--- config.mk ---
export PLATFORM = sky130hd
export DESIGN_NAME = pid_controller_antiwindup
export DESIGN_NICKNAME = d
export VERILOG_FILES = /design/src/design/pidaw_pkg.sv /design/src/design/pidaw_div.sv /design/src/design/pid_controller_antiwindup.sv
export SDC_FILE = /design/constraint.sdc
export NUM_CORES = 2
export LEC_CHECK = 0
export BUFFER_PORTS_ARGS = -buffer_cell sky130_fd_sc_hd__buf_2
export CAP_MARGIN = 20
export CORE_MARGIN = 3
export CORE_UTILIZATION = 30
export DETAILED_ROUTE_END_ITERATION = 10
export PLACE_DENSITY = 0.42
export SYNTH_ARGS = -nofsm -noshare
export SYNTH_HDL_FRONTEND = slang
export SYNTH_SLANG_ARGS = --single-unit
--- constraint.sdc ---
create_clock -name clk -period 13.5 [get_ports clk]
set_input_delay 0.675 -clock clk [delete_from_list [all_inputs] [get_ports clk]]
set_output_delay 0.675 -clock clk [all_outputs]
set_load 0.05 [all_outputs]
--- src/design/pidaw_pkg.sv ---
// Shared types and constants for the PID regulator with output clamp and anti-windup.
package pidaw_pkg;

  // Item modes
  localparam logic [1:0] MODE_UPDATE  = 2'd0;
  localparam logic [1:0] MODE_PREVIEW = 2'd1;
  localparam logic [1:0] MODE_LOAD    = 2'd2;

  // Configuration register indexes
  localparam logic [2:0] REG_GAIN_P       = 3'd0;
  localparam logic [2:0] REG_GAIN_I       = 3'd1;
  localparam logic [2:0] REG_GAIN_D       = 3'd2;
  localparam logic [2:0] REG_STEP_TIME    = 3'd3;
  localparam logic [2:0] REG_CLAMP_MAG    = 3'd4;
  localparam logic [2:0] REG_WINDUP_GUARD = 3'd5;

  // Derivative divide: 33-bit error difference magnitude scaled by 2^16
  localparam int DIVIDEND_W = 49;
  localparam int DIVISOR_W  = 31;
  localparam int DIV_CNT_W  = 6;

  // Status of the iterative divider as seen by the sequencer
  typedef struct packed {
    logic busy;
    logic done;
  } div_stat_t;

endpackage

--- src/design/pidaw_div.sv ---
// Restoring unsigned divider producing one quotient bit per cycle.
module pidaw_div (
  input  logic                                 clk,
  input  logic                                 rst,
  input  logic                                 start,
  input  logic [pidaw_pkg::DIVIDEND_W-1:0]     dividend,
  input  logic [pidaw_pkg::DIVISOR_W-1:0]      divisor,
  output logic [pidaw_pkg::DIVIDEND_W-1:0]     quotient,
  output pidaw_pkg::div_stat_t                 stat
);

  logic [pidaw_pkg::DIV_CNT_W-1:0]   cnt;
  logic [pidaw_pkg::DIVISOR_W-1:0]   rem;
  logic [pidaw_pkg::DIVISOR_W:0]     rem_sh;
  logic [pidaw_pkg::DIVISOR_W:0]     rem_sub;
  logic                              fits;

  // One trial subtraction of the divisor from the shifted remainder.
  always_comb begin
    rem_sh  = {rem, quotient[pidaw_pkg::DIVIDEND_W-1]};
    fits    = (rem_sh >= {1'b0, divisor});
    rem_sub = rem_sh - {1'b0, divisor};
  end

  // Quotient bits shift in where the dividend bits shift out.
  always_ff @(posedge clk) begin
    if (rst) begin
      stat <= '0;
      cnt  <= '0;
    end else if (start) begin
      quotient  <= dividend;
      rem       <= '0;
      cnt       <= pidaw_pkg::DIV_CNT_W'(pidaw_pkg::DIVIDEND_W - 1);
      stat.busy <= 1'b1;
      stat.done <= 1'b0;
    end else if (stat.busy) begin
      quotient <= {quotient[pidaw_pkg::DIVIDEND_W-2:0], fits};
      rem      <= fits ? rem_sub[pidaw_pkg::DIVISOR_W-1:0] : rem_sh[pidaw_pkg::DIVISOR_W-1:0];
      cnt      <= cnt - 1'b1;
      if (cnt == '0) begin
        stat.busy <= 1'b0;
        stat.done <= 1'b1;
      end
    end
  end

endmodule

--- src/design/pid_controller_antiwindup.sv ---
// Top level of the per-channel PID regulator with output clamp and anti-windup.
//
//  Channel   Signals                                            Driven by
//  --------  -------------------------------------------------  ---------
//  item      item_valid, item_stall, mode, channel, target,     source
//            measured, load_integral, load_prev_error
//  result    result_valid, result_stall, control                block
//  config    cfg_write, cfg_index, cfg_data                     host
//
// An update or preview beat steps through the sequencer states from S_ERR to S_CLAMP,
// waiting in S_DIV_WAIT for the derivative divider unless the control period is zero.
// A load beat, or a beat that is ignored, goes from S_IDLE straight to S_DONE.
// Reset clears the gains to their defaults and every channel's state to zero.
// item_stall is high while a beat is at work; a finished result waits in the
// output register while result_stall is high and a new beat may be taken.
module pid_controller_antiwindup #(
  parameter int CHANNELS = 3
) (
  input  logic               clk,
  input  logic               rst,
  input  logic               item_valid,
  output logic               item_stall,
  input  logic [1:0]         mode,
  input  logic [1:0]         channel,
  input  logic signed [31:0] target,
  input  logic signed [31:0] measured,
  input  logic signed [31:0] load_integral,
  input  logic signed [31:0] load_prev_error,
  output logic               result_valid,
  input  logic               result_stall,
  output logic signed [31:0] control,
  input  logic               cfg_write,
  input  logic [2:0]         cfg_index,
  input  logic [31:0]        cfg_data
);

  localparam int IdxW = (CHANNELS > 1) ? $clog2(CHANNELS) : 1;

  typedef enum logic [3:0] {
    S_IDLE, S_ERR, S_MUL_INT, S_INTEG, S_MUL_P, S_ACC_P, S_MUL_I, S_ACC_I,
    S_DIV_WAIT, S_MUL_D, S_ACC_D, S_CLAMP, S_DONE
  } state_t;

  state_t state;

  // Configuration registers
  logic signed [31:0] gain_p;
  logic signed [31:0] gain_i;
  logic signed [31:0] gain_d;
  logic [30:0]        step_time;
  logic [30:0]        clamp_mag;
  logic               windup_guard;

  // Per-channel state
  logic signed [31:0] integral_sum [CHANNELS];
  logic signed [31:0] last_error   [CHANNELS];

  // Working registers
  logic [1:0]         mode_r;
  logic [IdxW-1:0]    idx_r;
  logic signed [31:0] target_r;
  logic signed [31:0] measured_r;
  logic signed [31:0] err;
  logic signed [31:0] last_r;
  logic signed [31:0] integ;
  logic signed [31:0] deriv;
  logic signed [63:0] prod;
  logic signed [49:0] acc;
  logic signed [31:0] res;
  logic signed [31:0] drive;

  // Combinational helpers
  logic                 accept;
  logic [IdxW+1:0]      chan_wide;
  logic [IdxW-1:0]      item_idx;
  logic                 chan_ok;
  logic signed [32:0]   err_diff;
  logic signed [31:0]   err_sat;
  logic signed [32:0]   d_diff;
  logic [32:0]          d_mag;
  logic                 d_neg;
  logic [pidaw_pkg::DIVIDEND_W-1:0] div_q;
  pidaw_pkg::div_stat_t div_stat;
  logic                 div_start;
  logic signed [31:0]   deriv_sat;
  logic signed [31:0]   mul_a;
  logic signed [31:0]   mul_b;
  logic signed [63:0]   mul_p;
  logic signed [47:0]   prod_q;
  logic signed [48:0]   integ_sum;
  logic signed [31:0]   integ_sat;
  logic signed [49:0]   lim_pos;
  logic signed [49:0]   lim_neg;
  logic                 clamped;
  logic signed [31:0]   clamp_res;
  logic                 result_free;

  assign accept      = item_valid && !item_stall;
  assign item_stall  = (state != S_IDLE);
  assign control     = drive;
  assign result_free = !result_valid || !result_stall;

  // Channel decode
  always_comb begin
    chan_wide = (IdxW + 2)'(channel);
    item_idx  = chan_wide[IdxW-1:0];
    chan_ok   = (int'(channel) < CHANNELS);
  end

  // Error, saturated to 32 bits
  always_comb begin
    err_diff = {target_r[31], target_r} - {measured_r[31], measured_r};
    if (err_diff[32] != err_diff[31]) begin
      err_sat = err_diff[32] ? 32'sh8000_0000 : 32'sh7fff_ffff;
    end else begin
      err_sat = err_diff[31:0];
    end
  end

  // Derivative dividend: magnitude of the error difference scaled by 2^16
  always_comb begin
    d_diff = {err[31], err} - {last_r[31], last_r};
    d_neg  = d_diff[32];
    d_mag  = d_neg ? 33'(-d_diff) : 33'(d_diff);
  end

  assign div_start = (state == S_MUL_INT) && (step_time != '0);

  pidaw_div u_div (
    .clk      (clk),
    .rst      (rst),
    .start    (div_start),
    .dividend ({d_mag, 16'h0000}),
    .divisor  (step_time),
    .quotient (div_q),
    .stat     (div_stat)
  );

  // Signed quotient, saturated to 32 bits
  always_comb begin
    if (d_neg) begin
      if (div_q > pidaw_pkg::DIVIDEND_W'(64'h8000_0000)) begin
        deriv_sat = 32'sh8000_0000;
      end else begin
        deriv_sat = 32'(-div_q[31:0]);
      end
    end else begin
      if (div_q > pidaw_pkg::DIVIDEND_W'(64'h7fff_ffff)) begin
        deriv_sat = 32'sh7fff_ffff;
      end else begin
        deriv_sat = div_q[31:0];
      end
    end
  end

  // Shared multiplier operand selection
  always_comb begin
    case (state)
      S_MUL_INT: begin
        mul_a = err;
        mul_b = {1'b0, step_time};
      end
      S_MUL_P: begin
        mul_a = gain_p;
        mul_b = err;
      end
      S_MUL_I: begin
        mul_a = gain_i;
        mul_b = integ;
      end
      S_MUL_D: begin
        mul_a = gain_d;
        mul_b = deriv;
      end
      default: begin
        mul_a = err;
        mul_b = err;
      end
    endcase
    mul_p = mul_a * mul_b;
  end

  // Product floor-shifted back to Q16.16, and the saturating integral step
  always_comb begin
    prod_q    = prod[63:16];
    integ_sum = {{17{integ[31]}}, integ} + 49'(prod_q);
    if (integ_sum > 49'sh0_7fff_ffff) begin
      integ_sat = 32'sh7fff_ffff;
    end else if (integ_sum < -49'sh0_8000_0000) begin
      integ_sat = 32'sh8000_0000;
    end else begin
      integ_sat = integ_sum[31:0];
    end
  end

  // Output clamp, then saturation to 32 bits
  always_comb begin
    lim_pos = {19'b0, clamp_mag};
    lim_neg = -lim_pos;
    clamped = 1'b0;
    if (clamp_mag != '0 && acc > lim_pos) begin
      clamped   = 1'b1;
      clamp_res = lim_pos[31:0];
    end else if (clamp_mag != '0 && acc < lim_neg) begin
      clamped   = 1'b1;
      clamp_res = lim_neg[31:0];
    end else if (acc > 50'sh0_7fff_ffff) begin
      clamp_res = 32'sh7fff_ffff;
    end else if (acc < -50'sh0_8000_0000) begin
      clamp_res = 32'sh8000_0000;
    end else begin
      clamp_res = acc[31:0];
    end
  end

  // Configuration writes
  always_ff @(posedge clk) begin
    if (rst) begin
      gain_p       <= 32'sd65536;
      gain_i       <= '0;
      gain_d       <= '0;
      step_time    <= 31'd655;
      clamp_mag    <= '0;
      windup_guard <= 1'b0;
    end else if (cfg_write) begin
      case (cfg_index)
        pidaw_pkg::REG_GAIN_P:       gain_p       <= cfg_data;
        pidaw_pkg::REG_GAIN_I:       gain_i       <= cfg_data;
        pidaw_pkg::REG_GAIN_D:       gain_d       <= cfg_data;
        pidaw_pkg::REG_STEP_TIME:    step_time    <= cfg_data[30:0];
        pidaw_pkg::REG_CLAMP_MAG:    clamp_mag    <= cfg_data[30:0];
        pidaw_pkg::REG_WINDUP_GUARD: windup_guard <= cfg_data[0];
        default: ;
      endcase
    end
  end

  // Sequencer, channel state and result register
  always_ff @(posedge clk) begin
    if (rst) begin
      state        <= S_IDLE;
      result_valid <= 1'b0;
      for (int i = 0; i < CHANNELS; i++) begin
        integral_sum[i] <= '0;
        last_error[i]   <= '0;
      end
    end else begin
      if (result_valid && !result_stall && state != S_DONE) begin
        result_valid <= 1'b0;
      end
      case (state)
        S_IDLE: begin
          if (accept) begin
            mode_r     <= mode;
            idx_r      <= item_idx;
            target_r   <= target;
            measured_r <= measured;
            res        <= '0;
            if (chan_ok && (mode == pidaw_pkg::MODE_UPDATE ||
                            mode == pidaw_pkg::MODE_PREVIEW)) begin
              state <= S_ERR;
            end else begin
              if (chan_ok && mode == pidaw_pkg::MODE_LOAD) begin
                integral_sum[item_idx] <= load_integral;
                last_error[item_idx]   <= load_prev_error;
              end
              state <= S_DONE;
            end
          end
        end
        S_ERR: begin
          err    <= err_sat;
          integ  <= integral_sum[idx_r];
          last_r <= last_error[idx_r];
          state  <= S_MUL_INT;
        end
        S_MUL_INT: begin
          prod  <= mul_p;
          state <= S_INTEG;
        end
        S_INTEG: begin
          if (step_time != '0) begin
            integ <= integ_sat;
          end
          state <= S_MUL_P;
        end
        S_MUL_P: begin
          prod  <= mul_p;
          state <= S_ACC_P;
        end
        S_ACC_P: begin
          acc   <= 50'(prod_q);
          state <= S_MUL_I;
        end
        S_MUL_I: begin
          prod  <= mul_p;
          state <= S_ACC_I;
        end
        S_ACC_I: begin
          acc   <= acc + 50'(prod_q);
          state <= S_DIV_WAIT;
        end
        S_DIV_WAIT: begin
          if (step_time == '0) begin
            deriv <= '0;
            state <= S_MUL_D;
          end else if (div_stat.done) begin
            deriv <= deriv_sat;
            state <= S_MUL_D;
          end
        end
        S_MUL_D: begin
          prod  <= mul_p;
          state <= S_ACC_D;
        end
        S_ACC_D: begin
          acc   <= acc + 50'(prod_q);
          state <= S_CLAMP;
        end
        S_CLAMP: begin
          res <= clamp_res;
          if (mode_r == pidaw_pkg::MODE_UPDATE) begin
            last_error[idx_r] <= err;
            if (!(windup_guard && clamped)) begin
              integral_sum[idx_r] <= integ;
            end
          end
          state <= S_DONE;
        end
        S_DONE: begin
          // The output register only takes a new beat once the old one has left.
          if (result_free) begin
            drive        <= res;
            result_valid <= 1'b1;
            state        <= S_IDLE;
          end
        end
        default: state <= S_IDLE;
      endcase
    end
  end

  // The divider only runs while a beat is being worked on.
  a_div_busy_in_item: assert property (@(posedge clk) disable iff (rst)
    div_stat.busy |-> (state != S_IDLE && state != S_DONE))
    else $error("divider running outside an item");

  // A clamped result never exceeds the output limit.
  a_clamp_bound: assert property (@(posedge clk) disable iff (rst)
    (state == S_CLAMP && clamp_mag != '0) |=>
      ($signed({res[31], res}) <= $signed({2'b00, clamp_mag}) &&
       $signed({res[31], res}) >= -$signed({2'b00, clamp_mag})))
    else $error("result outside the output limit");

  // A preview leaves the channel integral and last error untouched.
  a_preview_keeps_state: assert property (@(posedge clk) disable iff (rst)
    (state == S_CLAMP && mode_r == pidaw_pkg::MODE_PREVIEW) |=>
      (integral_sum[idx_r] == $past(integral_sum[idx_r]) &&
       last_error[idx_r] == $past(last_error[idx_r])))
    else $error("preview changed channel state");

  // The result register is only loaded from the final state.
  a_result_from_done: assert property (@(posedge clk) disable iff (rst)
    $rose(result_valid) |-> $past(state == S_DONE))
    else $error("result raised outside the done state");

endmodule
==> reports/metrics.csv <==
stage;metric;value;unit
routing;initial drt markers;6172;
clocking;post-cts resize count;0;
clocking;TritonCTS clock tree;done;
place;routability congestion estimate;0.903;
routing;Vias;66324;
sta;Final Hold Viols;0;
routing;WL final;330;mm
yosys;number of synthesized register bits;868;
routing;metal3 WL;22.2;mm
hold_path;Worst Hold Launch;measured[11];
layout;area occupied by multi-input gates;55000;um2
layout;Final Util;0.336;
sta;fin crit period;12.31;ns
setup_path;Critical Path RT;14.00;ns
hold_path;Hold Path End;measured_r[11];
yosys;EDFF count, synth;694;
layout;Area Overhead vs Synth;11.3;%
sta;Slew headroom;0.195;
floorplanning;IO Pins;206;
global_routing;initial antenna violation count;23;
sta;Finish-stage setup viols;0;
routing;drt first pass iters;9;
sta;achievable frequency;81.2;MHz
yosys;ys async rst share;0;
global_routing;GRT Total Usage;0.223;
clocking;Clock transition at path regs;0.06;ns
yosys;synthesized area per cell;9.67;um2
floorplanning;initial core utilization;0.302;
clocking;clock buffer depth;3;
place;Post-Place Cells;12519;
place;Post-DP Area;91300;um2
sta;Tcrit/Tclk final;0.912;
sta;RSZ-0062 raised after global routing;false;
setup_path;CP arrival;12.81;ns
yosys;Yosys warning count;0;
yosys;Top FF cell, synth;edfxtp_1;
global_routing;first-pass GRT wire length;480;mm
routing;Via density;5.21;
setup_path;startpoint types;flip-flop;
setup_path;CP max-delay cell;dfxtp_1;
yosys;Syn Inst Count;8818;
sta;Final Skew;0.101;ns
place;HPWL Detailed;256;mm
floorplanning;# rows;195;
floorplanning;core area;283000;um2
sta;max-slew violations;0;
place;Port Buffers;205;
yosys;Synth Cell Area;85200;um2
status;status;finished, final reports clean;
setup_path;Reg-to-Reg Start;state[2];
setup_path;Worst Setup End Kind;flip-flop;
layout;non-filler cells, final;12726;
clocking;htree depth;3;
layout;share of cells above drive strength 1;0.0858;
clocking;total CTS buffers;105;
floorplanning;Die Area;291000;um2
global_routing;vias in the first global route;67531;
sta;Worst Max-Slew Pin Slew;1.20;ns
routing;Antenna Violating Nets Remaining;0;
clocking;Clk Tree Root Cell;clkbuf_16;
routing;DR WL met2;147;mm
setup_path;crit path max fanout;25;
yosys;sequential area share after synthesis;0.285;
global_routing;largest net degree at the start of global routing;138;
routing;top sig layer;met5;
routing;WL/cell;26.0;um
floorplanning;DIE HEIGHT;539;um
run;number of max-cap violations;0;
routing;wl on met1;151;mm
clocking;hold_buf cts;0;
hold_path;Hold Path Depth;1;
setup_path;worst reg-to-reg setup slack;1.19;ns
setup_path;WS Path Type;reg2reg;
setup_path;reg2reg end;prod[55];
setup_path;most frequent CP cell;fa_1;
clocking;number of setup buffers added after CTS;0;
global_routing;GR Overflow Total;0;
clocking;clk sinks;868;
layout;Fill cells;29116;
floorplanning;die extent in x;539;um
hold_path;HP Class;in2reg;
layout;fin nets;10600;
yosys;syn nets;10533;
yosys;Unique masters post-synth;97;
sta;TNS Setup;0;ns
routing;residual DRC count;0;
layout;post-route cell area;94900;um2
clocking;Worst-Skew Late Latency;0.77;ns
setup_path;max incr delay on CP;0.88;ns
setup_path;reg2reg path depth;31;
layout;Seq. cell area;24300;um2
==> worst max-delay path by stage <==
stage / slack (ns) / cells past startpoint / to / start
2_1_floorplan: 3.49 / 37 / prod[63] / state[1]
3_3_place_gp: 0.98 / 29 / prod[55] / state[1]
3_5_place_dp: 1.49 / 31 / prod[55] / state[2]
4_1_cts: 1.43 / 31 / prod[55] / state[2]
5_1_grt: 0.71 / 31 / prod[55] / state[2]
6_report: 1.19 / 31 / prod[55] / state[2]
==> sequential cells by signal (all words and copies together) (netlist names), 32 cells and up, named ones only <==
name            cells
acc                50
control            32
deriv              32
err                32
gain_d             32
gain_i             32
gain_p             32
integ              32
integral_sum      128
last_error        128
last_r             32
measured_r         32
prod               48
res                32
target_r           32
u_div.quotient     49
==> worst max-delay path, delay by kind of cell (launching register included) <==
family / cells / cell delay [ns]
adder cells (fa/ha/maj): 9 / 4.39
AO/OA/AOI/OAI: 8 / 3.23
AND/OR/NAND/NOR: 8 / 2.05
buffers and inverters: 5 / 1.30
flip-flops: 1 / 0.88
XOR/XNOR: 1 / 0.14
==> logic make-up after synthesis <==
| kind of cell | count (synthesis) | share of synthesized area |
|---|---|---|
| muxes | 171 | 0.0301 |
| adders and majority gates | 1551 | 0.323 |
| buffers and inverters | 1710 | 0.0755 |
| xor gates and xnor gates | 272 | 0.0280 |
| and+or+nand+nor | 2691 | 0.139 |
| AOI/OAI and AO/OA | 1555 | 0.119 |
| DFF | 868 | 0.285 |
==> metrics by stage <==
| step | setup WS [ns] | hold slack, ns |
|---|---|---|
| 6_report | 1.19 | 0.113 |
| 5_1_grt | 0.705 | 0.0769 |
| 4_1_cts | 1.43 | 0.0498 |
| 3_5_place_dp | 1.49 | 0.405 |
| 3_3_place_gp | 0.984 | 0.407 |
| 2_1_floorplan | 3.49 | 0.400 |
==> placed cells by master, fill, tap and decap left out, types with 47 or more instances in the layout <==
master	Yosys	layout
inv_1	1262	1262
nand2_1	1102	1098
fa_1	1086	1086
nor2_1	890	881
edfxtp_1	694	694
a21oi_1	483	474
ha_1	457	457
buf_2	2	205
a21o_1	201	199
buf_4	0	191
o21ai_0	195	178
dfxtp_1	174	173
xnor2_1	172	172
o21ai_1	106	112
clkbuf_16	0	108
xor2_1	100	100
a22o_1	96	96
nor3_1	99	91
o21a_1	89	89
nor4_1	86	84
nand4_1	73	73
nand3_1	72	71
nand2b_1	69	67
mux2i_1	67	67
mux4_2	64	64
a222oi_1	58	58
a31oi_1	61	58
and2_1	48	47
==> Yosys cell counts, types with 11 or more instances <==
| cell type | number | area (um2) |
|---|---|---|
| nand2_1 | 1102 | 4140 |
| a311o_1 | 22 | 220 |
| nand3b_1 | 31 | 233 |
| inv_1 | 1262 | 4740 |
| or2_2 | 28 | 175 |
| o21bai_1 | 37 | 278 |
| mux2i_1 | 67 | 671 |
| o21a_1 | 89 | 668 |
| a211oi_1 | 39 | 293 |
| nor3_1 | 99 | 495 |
| o211ai_1 | 16 | 120 |
| mux2_1 | 22 | 248 |
| ha_1 | 457 | 5720 |
| a31oi_1 | 61 | 382 |
| a222oi_1 | 58 | 581 |
| a21oi_1 | 483 | 2420 |
| dfxtp_1 | 174 | 3480 |
| a21o_1 | 201 | 1510 |
| o31ai_1 | 16 | 120 |
| nor2b_1 | 46 | 288 |
| nor2_1 | 890 | 3340 |
| a22o_1 | 96 | 841 |
| nor3b_1 | 11 | 82.6 |
| o21ai_0 | 195 | 976 |
| nor4_1 | 86 | 538 |
| clkbuf_1 | 416 | 1560 |
| nand4_1 | 73 | 457 |
| nand3_1 | 72 | 360 |
| and3_1 | 39 | 244 |
| xor2_1 | 100 | 876 |
| buf_1 | 24 | 90.1 |
| a21boi_0 | 11 | 82.6 |
| xnor2_1 | 172 | 1510 |
| o21ai_1 | 106 | 531 |
| or4_1 | 13 | 97.6 |
| nand2b_1 | 69 | 432 |
| and2_1 | 48 | 300 |
| mux4_2 | 64 | 1440 |
| or3_1 | 36 | 225 |
| fa_1 | 1086 | 21700 |
| edfxtp_1 | 694 | 20800 |
| mux2_2 | 18 | 203 |
==> per-layer routing <==
layer,vias up,track usage
met4,10,0.0662
met2,2339,0.348
met3,377,0.0336
met1,34022,0.320
met5,-,0
li1,29576,-
==> cell type report <==
type	count	area share
multi-input cells	6240	0.579
flip-flops and latches	868	0.256
inverters	1266	0.0501
well taps	3743	0.0493
clock buffers	140	0.0304
repair buffers	404	0.0277
clock inverters	57	0.00690
diodes	8	0.000211
Power is left out: the tool's default activity adds up to more than one toggle a clock period on the data nets, which glitch-free logic cannot reach.
